[config.mk]
export PLATFORM = sky130hd
export DESIGN_NAME = tis_decay
export DESIGN_NICKNAME = d
export VERILOG_FILES = /design/src/rtl/core/tis_pkg.sv /design/src/rtl/core/tis_decay.sv
export SDC_FILE = /design/constraint.sdc
export NUM_CORES = 1
export LEC_CHECK = 0
export BUFFER_PORTS_ARGS = -buffer_cell sky130_fd_sc_hd__buf_2
export CAP_MARGIN = 10
export CORE_AREA = 4 4 78 80
export CTS_BUF_LIST = sky130_fd_sc_hd__clkbuf_8
export DETAILED_ROUTE_END_ITERATION = 7
export DIE_AREA = 0 0 82 84
export PLACE_DENSITY = 0.89
export SKIP_LAST_GASP = 1
export SYNTH_ARGS = -nofsm -noshare
export SYNTH_HDL_FRONTEND = slang
export SYNTH_SLANG_ARGS = --single-unit
[constraint.sdc]
create_clock -name clk -period 2.05 [get_ports clk]
set_clock_uncertainty 0.05 [all_clocks]
set_input_delay 0.3075 -clock clk [delete_from_list [all_inputs] [get_ports clk]]
set_output_delay 0.3075 -clock clk [all_outputs]
set_load 0.01 [all_outputs]
[src/rtl/core/tis_pkg.sv]
// ----------------------------------------------------------------------------
// Thread interactivity score - shared definitions
// Field widths, scoring constants and the transaction layouts used by the
// serial accumulator, the decay units, the score divider and the top level.
// ----------------------------------------------------------------------------
`default_nettype none

package tis_pkg;

  // Table geometry
  localparam int THREAD_SLOTS = 64;
  localparam int SLOT_W       = 6;

  // Time fields and history limit
  localparam int TIME_W      = 32;
  localparam int LIMIT_W     = 30;
  localparam logic [LIMIT_W-1:0] LIMIT_RESET = 30'd5000000;

  // Stored averages stay below twice the limit, hence one bit over the limit
  localparam int AVG_W   = LIMIT_W + 1;
  localparam int SUM_W   = TIME_W + 1;   // average plus elapsed time
  localparam int TOTAL_W = SUM_W + 1;    // run sum plus sleep sum

  // Decay by 4/5: multiply by 4 is a shift, divide by 5 is a serial divider
  localparam int DECAY_DIV   = 5;
  localparam int DECAY_SHIFT = 2;
  localparam int DECAY_REM_W = $clog2(DECAY_DIV);
  localparam int DECAY_STEPS = AVG_W + DECAY_SHIFT;

  // Scoring
  localparam int MAX_SCORE   = 100;
  localparam int HALF_SCORE  = MAX_SCORE / 2;
  localparam int SCORE_W     = 7;
  localparam int QUO_W       = $clog2(HALF_SCORE + 1);
  localparam int PROD_W      = AVG_W + QUO_W;
  localparam int SCORE_SUM_W = QUO_W + 1;

  // Stream layouts, padded to whole bytes
  localparam int IN_FIELDS_W  = SLOT_W + 2 * TIME_W;
  localparam int IN_DATA_W    = ((IN_FIELDS_W + 7) / 8) * 8;
  localparam int OUT_FIELDS_W = SCORE_W + 2 * AVG_W;
  localparam int OUT_DATA_W   = ((OUT_FIELDS_W + 7) / 8) * 8;
  localparam int OUT_PAD_W    = OUT_DATA_W - OUT_FIELDS_W;

  // Accumulator result handed to the sequencer
  typedef struct packed {
    logic [SUM_W-1:0] run_sum;
    logic [SUM_W-1:0] sleep_sum;
    logic             over_limit;
    logic             over_twice;
  } acc_result_t;

endpackage

`default_nettype wire

[src/rtl/core/tis_decay.sv]
// ----------------------------------------------------------------------------
// Bit-serial 4/5 decay
// Divides four times the value by five MSB first, one quotient bit a cycle.
// ----------------------------------------------------------------------------
`default_nettype none

module tis_decay (
  input  logic                      clk,
  input  logic                      rst_n,
  input  logic                      start,
  input  logic [tis_pkg::AVG_W-1:0] value,
  output logic                      done,
  output logic [tis_pkg::AVG_W-1:0] result
);

  import tis_pkg::*;

  localparam int CNT_W   = $clog2(DECAY_STEPS);
  localparam int TRIAL_W = DECAY_REM_W + 1;

  logic                   busy_r;
  logic                   done_r;
  logic [CNT_W-1:0]       cnt_r;
  logic [AVG_W-1:0]       div_r;
  logic [DECAY_REM_W-1:0] rem_r;
  logic [AVG_W-1:0]       quo_r;

  logic [TRIAL_W-1:0]     trial;
  logic                   fits;
  logic [DECAY_REM_W-1:0] rem_nxt;

  always_comb begin
    trial   = {rem_r, div_r[AVG_W-1]};
    fits    = (trial >= TRIAL_W'(DECAY_DIV));
    rem_nxt = fits ? DECAY_REM_W'(trial - TRIAL_W'(DECAY_DIV)) : DECAY_REM_W'(trial);
  end

  always_ff @(posedge clk) begin
    if (!rst_n) begin
      busy_r <= 1'b0;
      done_r <= 1'b0;
      cnt_r  <= '0;
    end else begin
      done_r <= 1'b0;
      if (start) begin
        busy_r <= 1'b1;
        cnt_r  <= '0;
      end else if (busy_r) begin
        cnt_r <= cnt_r + CNT_W'(1);
        if (cnt_r == CNT_W'(DECAY_STEPS - 1)) begin
          busy_r <= 1'b0;
          done_r <= 1'b1;
        end
      end
    end
  end

  // the trailing zero bits of the dividend are the multiply by four
  always_ff @(posedge clk) begin
    if (start) begin
      div_r <= value;
      rem_r <= '0;
      quo_r <= '0;
    end else if (busy_r) begin
      div_r <= {div_r[AVG_W-2:0], 1'b0};
      rem_r <= rem_nxt;
      quo_r <= {quo_r[AVG_W-2:0], fits};
    end
  end

  assign done   = done_r;
  assign result = quo_r;

endmodule

`default_nettype wire

# Yosys cells after proc, flatten, opt, wreduce, memory -nomap -nowiden
# Index checks and enable logic that the tools add are counted.
word_totals:
  register_bits: 73
  input_bits: 34
  output_inout_bits: 32
  wordCells: 22
classes:
  add_sub_neg: 2
  magnitude_cmp: 1
  eq_ne: 1
  n_mux: 7
  bitwise: 2
  reduce_logical: 3
ops:
  columns: ["cell", "n"]
  rows:
  - ["two-way mux 31 bit", 2]
  - ["adder 6 x 1 -> 6 bit, second input constant", 1]
  - ["== test 6 bit, second input constant", 1]
  - [">= comparator 4 x 3 -> 1 bit, second input constant", 1]
  - ["two-way mux 1 bit", 4]
  - ["two-way mux 3 bit", 1]
  - ["OR reduction 3 bit", 1]
  - ["subtractor 3 bit, second input constant", 1]
  - ["inverter 1 bit", 2]
  - ["nonzero test 2 bit", 1]
  - ["OR reduction 2 bit", 1]

# Longest topological paths before layout
# Gate-level depths: netlist of the first run.
logic_depth:
  depth_word: 4
  depth_mapped: 5
  ltp_nobuf: 5

# Worst setup path before layout of the first run
# No wires, ideal clock.
synth_path:
  path_kind: "register -> register"
  startpoint: "register busy_r"
  endpoint: "register div_r[0] (enable)"
  setup_time_ps: 374
  arrival_ps: 1111
  required_ps: 1626
  slack_ps: 514
  stages_incl_launch_ff: 4
  path_buffers: 2
  synth_period_minus_slack_ps: 1536
  cell_sequence: "dfxtp_1 -> buf_4 -> buf_4 -> or2_2"
synth_between:
  elab_chain_cells: 1
synth_lines:
  columns: ["element", "line", "source"]
  rows:
  - ["start: declaration", "tis_decay.sv:21", "logic busy_r;"]
  - ["start signal: assignment", "tis_decay.sv:40", "busy_r <= 1'b0;"]
  - ["start signal: assignment", "tis_decay.sv:46", "busy_r <= 1'b1;"]
  - ["start signal: assignment", "tis_decay.sv:51", "busy_r <= 1'b0;"]
  - ["nonzero test 2 bit (no line)", null, null]
  - ["end signal: assignment", "tis_decay.sv:61", "div_r <= value;"]
  - ["end signal: assignment", "tis_decay.sv:65", "div_r <= {div_r[AVG_W-2:0], 1'b0};"]
  - ["end: declaration", "tis_decay.sv:24", "logic [AVG_W-1:0] div_r;"]
# Every way passes these cells.
# A chain may end at the register's enable or synchronous reset.

# Final worst setup path of the first run
layout_path:
  startpoint: "register div_r[30]"
  endpoint: "register rem_r[1]"
layout_between:
  elab_chain_cells: 2
  word_cells_on_any_way: 3
  classes_between: "1 x add/sub; 1 x order compare; 1 x mux"
layout_lines:
  columns: ["element", "line", "source"]
  rows:
  - [">= comparator 4 x 3 -> 1 bit / subtractor 3 bit (equally long branches)", "tis_decay.sv:34, tis_decay.sv:35", null]
  - ["two-way mux 3 bit (*)", "tis_decay.sv:35", "rem_nxt = fits ? DECAY_REM_W'(trial - TRIAL_W'(DECAY_DIV)) : DECAY_REM_W'(trial);"]
  - ["end signal: assignment", "tis_decay.sv:66", "rem_r <= rem_nxt;"]
  - ["end: declaration", "tis_decay.sv:25", "logic [DECAY_REM_W-1:0] rem_r;"]
# Every way passes the cells marked *; elsewhere a longest branch is shown, timed or not.

==> results.md, run 1 <==
* Outcome: complete, no violations
* Clk_lat worst skew at 0.33 ns
* Fillers at 423
* Post-detail-place hpwl at 3560 µm
* FF-to-FF path depth at 5
* Final WL at 5140 µm
* FF-to-FF End: rem_r[1]
* All-Layer GR Usage at 0.164
* First-pass GRT wire length at 8740 µm
* Placed cells at 362
* Unrepaired setup endpoints after global routing: no
* Hold_buf cts at 0
* Max IR drop VDD at 0.478 mV
* Netlist cell types at 30
* Number of remaining DRC errors at 0
* CTS Sinks at 73
* # port buffers at 65
* Yosys synthesis warning count at 0
* Fmax at 635 MHz
* Rel. slew slack at 0.722
* Largest net degree at the start of global routing at 41
* Crit path capture type: flip-flop
* Hold EP: busy_r
* Crit Path Class: flip-flop to flip-flop
* HP Start: rst_n
* Post-synth top area share at 0.314
* Register area share after synthesis at 0.597
* RePlAce Congestion at 0.696
* Drt wl/cell at 13.6 µm
* Routed Antenna Nets at 0
* Total grt overflow at 0
* Starting Density at 0.549
* Core Area at 5410 µm²
* Placed Area at 3370 µm²
* Fin crit share at 0.768
* Area of the die at 6890 µm²
* Crit path time final at 1.57 ns
* Num CTS Buffers at 9
* Crit path arrival time at 1.78 ns
* Tot Pwr at 3.27 mW
* CP startpoint kind: flip-flop
* # IOs at 66
* Final hold vios at 0
* Final std cells w/o fill at 378
* Max_cap viols at 0
* Post-synth top area cell: edfxtp_1
* Critical Path Fanout Max at 5
* Worst min path class: primary input to flip-flop
* Initial DRC count at 68
* Ranking of synthesized cells by area: edfxtp_1 (31%), dfxtp_1 (28%), mux2_2 (11%), mux2i_1 (10%), nor2_1 (4.9%)
* CTS clk-pin slew, worst paths at 0.07 ns
* Initial antenna violation count at 0
* Worst slew pin tran at 0.417 ns
* Pwr dens at 906 nW/µm²
* Die span in x at 82 µm
* Setup TNS at 0 ns
* LEAKAGE at 1.55 nW
* Hold depth at 3
* Drt pass-1 iters at 4
* # diodes at 0
* Flop and latch count out of synthesis at 73
* # Post-CTS Setup Buffers at 0
* Layout area overhead at 21.8%
* # resized after CTS at 0
* Syn Area/Cell at 12.7 µm²
* Worst Path Required at 2.26 ns
* CTS Root Cell: clkbuf_8
* Slew Limit Fails at 0
* Min Hold Slack at 0.187 ns
* Rows at 27
* Register-to-Register Setup Slack at 0.48 ns
* Endpoints failing setup at 0
* Synthesized Nets at 272
* Mapped Cells at 234
* DR vias at 1933
* Fin area at 3610 µm²
* H-tree levels at 3
* Clk buf depth at 2
* Vias per cell at 5.11
* CTS tree: done
* R2r startpoint: div_r[30]
* Vias in the first global route at 2019
* Mapped Area at 2970 µm²
* Share of layout cells above drive strength 1 at 0.379
* Nets at 339
* Die Y at 84 µm
==> cell usage in the layout, fill, tap and decap left out <==
master	n
buf_2	65
dfxtp_1	41
nor2_1	39
mux2i_1	31
edfxtp_1	31
mux2_2	30
clkbuf_8	10
nand2_1	6
inv_1	5
nand2b_1	4
ha_1	4
xor2_1	3
nand3_1	3
o21ai_0	3
a21oi_1	3
bufinv_16	3
buf_12	3
or3_1	2
a31oi_1	2
nor3b_1	2
and4b_1	2
nand4_1	2
or2_2	1
xnor2_1	1
or3b_1	1
a31o_1	1
nand3b_1	1
a2111o_1	1
and2_1	1
nor3_1	1
dfxtp_2	1
clkinvlp_4	1
clkinv_2	1
buf_4	1
==> final cells by class <==
type | instances | area (µm²) | area share
Sequential cell | 73 | 1770 | 0.491
Tap cell | 72 | 90.1 | 0.0249
Timing Repair Buffer | 69 | 393 | 0.109
Multi-Input combinational cell | 144 | 1100 | 0.304
Inverter | 4 | 15.0 | 0.00416
Clock inverter | 6 | 106 | 0.0294
Clock buffer | 10 | 138 | 0.0381
==> routing by layer <==
layer	vias to the layer above	wire (µm)	track usage
met2	70	2320	0.253
met1	902	2310	0.198
met5	-	0	0
met4	0	54	0.0650
li1	955	-	-
met3	6	455	0.0745
==> sequential cells by signal, summed over array words and instances (netlist names) <==
signal / cells
cnt_r: 6
result: 31
done: 1
rem_r: 3
div_r: 31
busy_r: 1
==> worst max-delay path by stage <==
stage                     cells after the start       from  slack (ns)        end
after global placement                        3      start        0.52  div_r[24]
after global routing                          5  div_r[30]        0.33   rem_r[1]
after floorplan                               3     busy_r        0.51   div_r[0]
after CTS                                     4  div_r[30]        0.49   rem_r[1]
final                                         5  div_r[30]        0.48   rem_r[1]
after detailed placement                      5      start        0.48   rem_r[0]
==> worst max-delay path: stages, from the launching register on <==
cell and delay [ns]:
edfxtp_1 0.49, inv_1 0.13, ha_1 0.18, nand2b_1 0.13
or3_1 0.36, a31oi_1 0.16
==> cell families (layout without fill, tap and decap cells) <==
group,count (synthesis),count (layout),synth area share
fa+ha+maj,4,4,0.0169
mux,61,61,0.218
simple gates,65,65,0.102
xor+xnor,4,4,0.0118
buf+inv,17,89,0.0329
compound gates,10,10,0.0211
flops,73,73,0.597
==> Yosys cell counts, drive strengths merged <==
| cell type | n |
|---|---|
| dfxtp | 42 |
| nor2 | 39 |
| edfxtp | 31 |
| mux2i | 31 |
| mux2 | 30 |
| buf | 10 |
| nand2 | 6 |
| ha | 4 |
| inv | 4 |
| nand2b | 4 |
| a21oi | 3 |
| clkbuf | 3 |
| nand3 | 3 |
| o21ai | 3 |
| xor2 | 3 |
| a31oi | 2 |
| and4b | 2 |
| nand4 | 2 |
| nor3b | 2 |
| or3 | 2 |
| a2111o | 1 |
| a31o | 1 |
| and2 | 1 |
| nand3b | 1 |
| nor3 | 1 |
| or2 | 1 |
| or3b | 1 |
| xnor2 | 1 |
==> metrics by stage <==
| step | util | setup WS, ns |
|---|---|---|
| global route | 0.669 | 0.329 |
| detailed placement | 0.623 | 0.480 |
| CTS | 0.669 | 0.493 |
| global placement | 0.623 | 0.517 |
| floorplan | - | 0.514 |
| finish | 0.669 | 0.475 |
==> power by group <==
part	internal, mW	switching (mW)
logic	0.145	0.124
registers	1.62	0.0405
clock network	0.835	0.509
total	2.60	0.674
(Power assumes the default switching activity.)
==> inputs of run 2 (changes only) <==
CORE_AREA = 4 4 83 85   (was 4 4 78 80)
DIE_AREA = 0 0 87 89   (was 0 0 82 84)
PLACE_DENSITY = 0.83   (was 0.89)
clock period = 1.4 ns   (was 2.05 ns; I/O delays follow)
==> run 2 against run 1 <==
  * Count of clock-buffer cells in the layout decreased by 1
  * Global-route usage fell by 1.6 points
  * Combinational power rose by 75%
  * Sequential power grew 46%
  * Utilization down 8.1 points
  * Critical path depth decreased by 1
  * Register-to-register slack got worse by 0.44 ns
  * Maximum frequency increased by 15%
  * First-iteration DRC count is 50% higher
  * Clock power barely moved
  * Total power grew 30%
  * Worst setup slack got worse by 0.44 ns
  * Critical endpoint unchanged
  * Highest routed layer unchanged
==> results.md, run 2 (synthesis results as in run 1) <==
* FF-to-FF End: rem_r[1]
* Utilization after layout at 0.587 (-0.0813)
* Final hold vios at 0 (unchanged)
* Critical Path Max Stage Delay at 0.44 ns (-0.05 ns)
* CTS clk-pin slew, worst paths at 0.07 ns (about the same)
* Total grt overflow at 0 (unchanged)
* Min Hold Slack at 0.0756 ns (-0.112 ns)
* Crit path time final at 1.37 ns (-0.205 ns)
* Die span in x at 87 µm (+6.1%)
* Fin area at 3640 µm² (+0.83%)
* First-pass GRT wire length at 8790 µm (+0.55%)
* Rel. slew slack at 0.811 (+0.0889)
* Tot Pwr at 4.24 mW (+30%)
* Worst slew pin tran at 0.283 ns (-0.133 ns)
* Area of the die at 7740 µm² (+12%)
* Drt wl/cell at 13.8 µm (+1.3%)
* Vias per cell at 4.94 (-3.3%)
* Slew Limit Fails at 0 (unchanged)
* Clk_lat worst skew at 0.33 ns (about the same)
* # IOs at 66 (unchanged)
* Crit path capture type: flip-flop
* Pre-CTS WS at -0.0106 ns (-0.491 ns)
* Routed Antenna Nets at 0 (unchanged)
* CP startpoint kind: flip-flop
* Slowest stage cell, crit path: edfxtp_1
* Number of remaining DRC errors at 0 (unchanged)
* DR vias at 1943 (+0.52%)
* Fillers at 511 (+21%)
* Register-to-Register Setup Slack at 0.03 ns (-0.44 ns)
* Drt pass-1 iters at 4 (unchanged)
* Max_cap viols at 0 (unchanged)
* Placed Area at 3440 µm² (+2.0%)
* H-tree levels at 3 (unchanged)
* CP startpoint: div_r[30]
* Num CTS Buffers at 9 (unchanged)
* FF-to-FF path depth at 4 (-1)
* Max IR drop VDD at 1.03 mV (+120%)
* # diodes at 0 (unchanged)
* CP endpoint: rem_r[1]
* Worst min path class: primary input to flip-flop
* Worst Path Required at 1.61 ns (-0.65 ns)
* Core Area at 6200 µm² (+15%)
* Outcome: complete, no violations
* Initial DRC count at 102 (+50%)
* Final worst slack at 0.0308 ns (-0.445 ns)
* Die Y at 89 µm (+6.0%)
* Largest net degree at the start of global routing at 30 (-27%)
* All-Layer GR Usage at 0.149 (-0.0156)
* # port buffers at 65 (unchanged)
* Fmax at 730 MHz (+15%)
* Rows at 29 (+7.4%)
* Fin crit share at 0.978 (+0.210)
* Clk buf depth at 2 (unchanged)
* Commonest cells after routing, fill and taps aside: buf_2 (65), dfxtp_1 (40), nor2_1 (39)
* Share of layout cells above drive strength 1 at 0.411 (+0.0323)
* Starting Density at 0.478 (-0.0708)
* R2r startpoint: div_r[30]
* Critical Path Fanout Max at 4 (-1)
* CTS Root Cell: clkbuf_8
* Crit path arrival time at 1.58 ns (-0.20 ns)
* Endpoints failing setup at 0 (unchanged)
* Vias in the first global route at 1870 (-7.4%)
* CP cell instances: ha_2 -> nand2b_4 -> or3_1 -> a31oi_1
* Initial antenna violation count at 0 (unchanged)
* Commonest non-fill, non-tap cell in the layout: buf_2
* CTS tree: done
* Final WL at 5420 µm (+5.4%)
* Crit Path Class: flip-flop to flip-flop
* RePlAce Congestion at 0.802 (+15%)
* Layout area overhead at 22.8%
* Hold_buf cts at 0 (unchanged)
* CTS Sinks at 73 (unchanged)
* Post-detail-place hpwl at 3730 µm (+4.9%)
* Nets at 349 (+2.9%)
* LEAKAGE at 1.56 nW (+0.78%)
* Pwr dens at 1160 nW/µm² (+29%)
## run 2: cell count changes in the layout (fill, tap and decap cells not counted), moves of 2 or more
cell and change:
buf_4 +10, bufinv_16 -3, clkinv_1 +3, ha_1 -2, inv_1 -2
## run 2: cell type report
type / count / area, µm² / area share
sequential: 73 / 1770 / 0.487
tap: 77 / 96.3 / 0.0264
inverter: 4 / 15.0 / 0.00412
multi-input combinational: 144 / 1130 / 0.310
timing repair buffer: 79 / 468 / 0.128
clock inverter: 7 / 37.5 / 0.0103
clock buffer: 9 / 124 / 0.0340
## run 2: timing repair
action                     CTS  global route
pin swaps                    1             2
resized for setup            3             4
buffers inserted             1             1
setup endpoints to repair    2             2
## run 2: worst min path at each step
stage	start	end	slack, ns	depth (start not counted)
finish	rst_n	busy_r	0.08	3
global route	rst_n	busy_r	0.09	3
CTS	rst_n	busy_r	0.06	3
detailed placement	rst_n	busy_r	0.42	3
global placement	rst_n	busy_r	0.41	3
floorplan	rst_n	busy_r	0.27	2
## run 2: critical path, delay by kind of cell, from the launching register on
family | cells | cell delay, ns
AND/OR/NAND/NOR | 2 | 0.49
flip-flops | 1 | 0.44
adder cells (fa/ha/maj) | 1 | 0.20
AO/OA/AOI/OAI | 1 | 0.12
## run 2: metal layers
layer | up-vias | wire, µm | GRT usage
li1 | 982 | - | -
met1 | 892 | 2400 | 0.187
met2 | 62 | 2410 | 0.219
met3 | 7 | 535 | 0.0774
met4 | 0 | 75 | 0.0552
met5 | - | 0 | 0
## run 2: stage by stage
step / instances / TNS, ns
after floorplan: 234 / 0
after global placement: 375 / 0
after detailed placement: 375 / -0.0106
after CTS: 392 / 0
after global routing: 393 / -0.0368
final: 393 / 0
## run 2: power breakdown
| part | internal (mW) | leakage (nW) | switching (mW) |
|---|---|---|---|
| Sequential | 2.37 | 0.654 | 0.0535 |
| Clock | 0.620 | 0.0815 | 0.727 |
| Combinational | 0.265 | 0.829 | 0.207 |
| Total | 3.25 | 1.56 | 0.987 |
==> inputs of run 3 (changes only) <==
BUFFER_PORTS_ARGS = unset   (was -buffer_cell sky130_fd_sc_hd__buf_2)
CELL_PAD_IN_SITES_DETAIL_PLACEMENT = 0   (was unset)
CELL_PAD_IN_SITES_GLOBAL_PLACEMENT = 1   (was unset)
CORE_AREA = 4 4 85 87   (was 4 4 83 85)
DIE_AREA = 0 0 89 91   (was 0 0 87 89)
DONT_BUFFER_PORTS = 1   (was unset)
PLACE_DENSITY = 0.84   (was 0.83)
==> run 3 against run 2 <==
  * Via count fell by 14%
  * Design area down 8.2%
  * Cell count fell by 17%
  * Worst setup slack got worse by 0.017 ns
  * Critical path type unchanged
  * Utilization decreased by 6.0 points
  * Global-route usage shrank 1.9 points
  * Maximum frequency fell by 1.2%
  * Largest cell class unchanged
  * Routed wire length decreased by 8.7%
  * Die area grew 4.6%
  * Count of clock-buffer cells in the layout unchanged
==> results.md, run 3 (synthesis results as in run 1) <==
* Outcome: complete, no violations
* Unrepaired setup endpoints after global routing: yes
* Final hold vios at 0 (unchanged)
* Nets at 281 (-19%)
* Core Area at 6350 µm² (+2.3%)
* Vias per cell at 5.14 (+3.9%)
* FF-to-FF path depth at 4 (unchanged)
* Commonest cells after routing, fill and taps aside: dfxtp_1 (40), nor2_1 (39), mux2i_1 (31), edfxtp_1 (31), mux2_2 (30)
* Initial antenna violation count at 0 (unchanged)
* RePlAce Congestion at 0.736 (-8.2%)
* LEAKAGE at 1.27 nW (-19%)
* CP cell instances: ha_2 -> nand2b_4 -> or3_1 -> a31oi_1
* Vias in the first global route at 1666 (-11%)
* Die span in x at 89 µm (+2.3%)
* Post-detail-place hpwl at 3120 µm (-16%)
* CTS clk-pin slew, worst paths at 0.08 ns (about the same)
* Share of layout cells above drive strength 1 at 0.234 (-0.178)
* Hold depth at 1 (-2)
* Worst min path class: primary input to flip-flop
* # IOs at 66 (unchanged)
* Initial DRC count at 88 (-14%)
* HP Start: value[14]
* FF-to-FF End: rem_r[1]
* Crit path time final at 1.39 ns (+0.0166 ns)
* Routed Antenna Nets at 0 (unchanged)
* Crit path arrival time at 1.60 ns (+0.02 ns)
* Total grt overflow at 0 (unchanged)
* Max IR drop VDD at 0.730 mV (-29%)
* Slowest stage cell, crit path: edfxtp_1
* First-pass GRT wire length at 8180 µm (-7.0%)
* DR vias at 1669 (-14%)
* # diodes at 0 (unchanged)
* Utilization after layout at 0.527 (-0.0603)
* Pwr dens at 1360 nW/µm² (+17%)
* Crit path capture type: flip-flop
* Number of remaining DRC errors at 0 (unchanged)
* Layout area overhead at 12.7%
* Critical Path Max Stage Delay at 0.44 ns (about the same)
* Endpoints failing setup at 0 (unchanged)
* Hold EP: div_r[14]
* Final WL at 4950 µm (-8.7%)
* Clk buf depth at 2 (unchanged)
* Drt pass-1 iters at 4 (unchanged)
* Clk_lat worst skew at 0.34 ns (about the same)
* CTS Root Cell: clkbuf_8
* Starting Density at 0.467 (-0.0109)
* H-tree levels at 3 (unchanged)
* CTS Sinks at 73 (unchanged)
* Register-to-Register Setup Slack at 0.01 ns (-0.02 ns)
* Largest net degree at the start of global routing at 39 (+30%)
* Die Y at 91 µm (+2.2%)
* Max_cap viols at 0 (unchanged)
* Worst slew pin tran at 0.266 ns (-0.0173 ns)
* Slew Limit Fails at 0 (unchanged)
* # port buffers at 0 (-100%)
* Fmax at 722 MHz (-1.2%)
* CP startpoint kind: flip-flop
* Critical Path Fanout Max at 4 (unchanged)
* Commonest non-fill, non-tap cell in the layout: dfxtp_1
* Area of the die at 8100 µm² (+4.6%)
* Worst Path Required at 1.61 ns (about the same)
* R2r startpoint: div_r[30]
* All-Layer GR Usage at 0.130 (-0.0187)
* Setup TNS at 0 ns (unchanged)
* CTS tree: done
* Rows at 29 (unchanged)
* Crit Path Class: flip-flop to flip-flop
* CP startpoint: div_r[30]
* Rel. slew slack at 0.823 (+0.0116)
* Fin crit share at 0.990 (+0.0119)
* Drt wl/cell at 15.2 µm (+10%)
* Num CTS Buffers at 9 (unchanged)
-- run 3: changes by cell type in the layout (fill, tap and decap cells not counted), sizes merged --
cell and change:
buf -71, clkinv -3, dlygate4sd3 +3, bufinv +2, inv +2, clkinvlp -1
-- run 3: worst max path at each step --
stage / end / slack (ns) / cells after the start
finish: rem_r[1] / 0.01 / 4
global route: rem_r[1] / -0.03 / 4
CTS: rem_r[1] / 0.00003 / 5
detailed placement: rem_r[1] / -0.06 / 4
global placement: rem_r[1] / 0.01 / 4
floorplan: rem_r[1] / 0.008 / 4
-- run 3: worst max-delay path, delay by kind of cell, from the launching register on --
family,cells,cell delay (ns)
DFF,1,0.44
adders and majority gates,1,0.21
and+or+nand+nor,2,0.49
AOI/OAI and AO/OA,1,0.12
-- run 3: per-layer routing --
layer  wire [µm]  global-route usage
met5           0                   0
met4          55              0.0558
met3         334              0.0615
met2        2390               0.189
met1        2170               0.165
-- run 3: area by class of cell --
| type | instances | area, µm² |
|---|---|---|
| tap | 77 | 96.3 |
| sequential | 73 | 1770 |
| fill | 550 | 3000 |
| multi-input combinational | 144 | 1120 |
| clock buffer | 9 | 124 |
| inverter | 4 | 15.0 |
| timing repair buffer | 11 | 128 |
| clock inverter | 7 | 85.1 |
-- run 3: through the flow --
stage               cells  instance area (µm²)  hold WS [ns]  power (mW)  worst slack, ns
floorplan             234                 2970         0.273        2.75          0.00772
global placement      304                 3060         0.241        2.79           0.0130
detailed placement    304                 3060         0.240        2.81          -0.0586
CTS                   324                 3340       0.00170        4.60        0.0000344
global route          325                 3350        0.0162        4.75          -0.0274
finish                325                 3350        0.0349        4.55           0.0142
-- run 3: where the power goes --
part	switching [mW]	internal [mW]	total [mW]	leakage (nW)
clock network	0.753	0.989	1.74	0.110
logic	0.159	0.220	0.379	0.503
registers	0.0629	2.37	2.43	0.654
-- run 3: what timing repair did --
item                                    in CTS  in global routing
endpoints found under the hold margin       36                  1
buffers inserted                             1                  0
hold buffers                                 3                  1
resized for setup                            5                  1
endpoints found under the setup margin       2                  2
pin swaps                                    2                  3
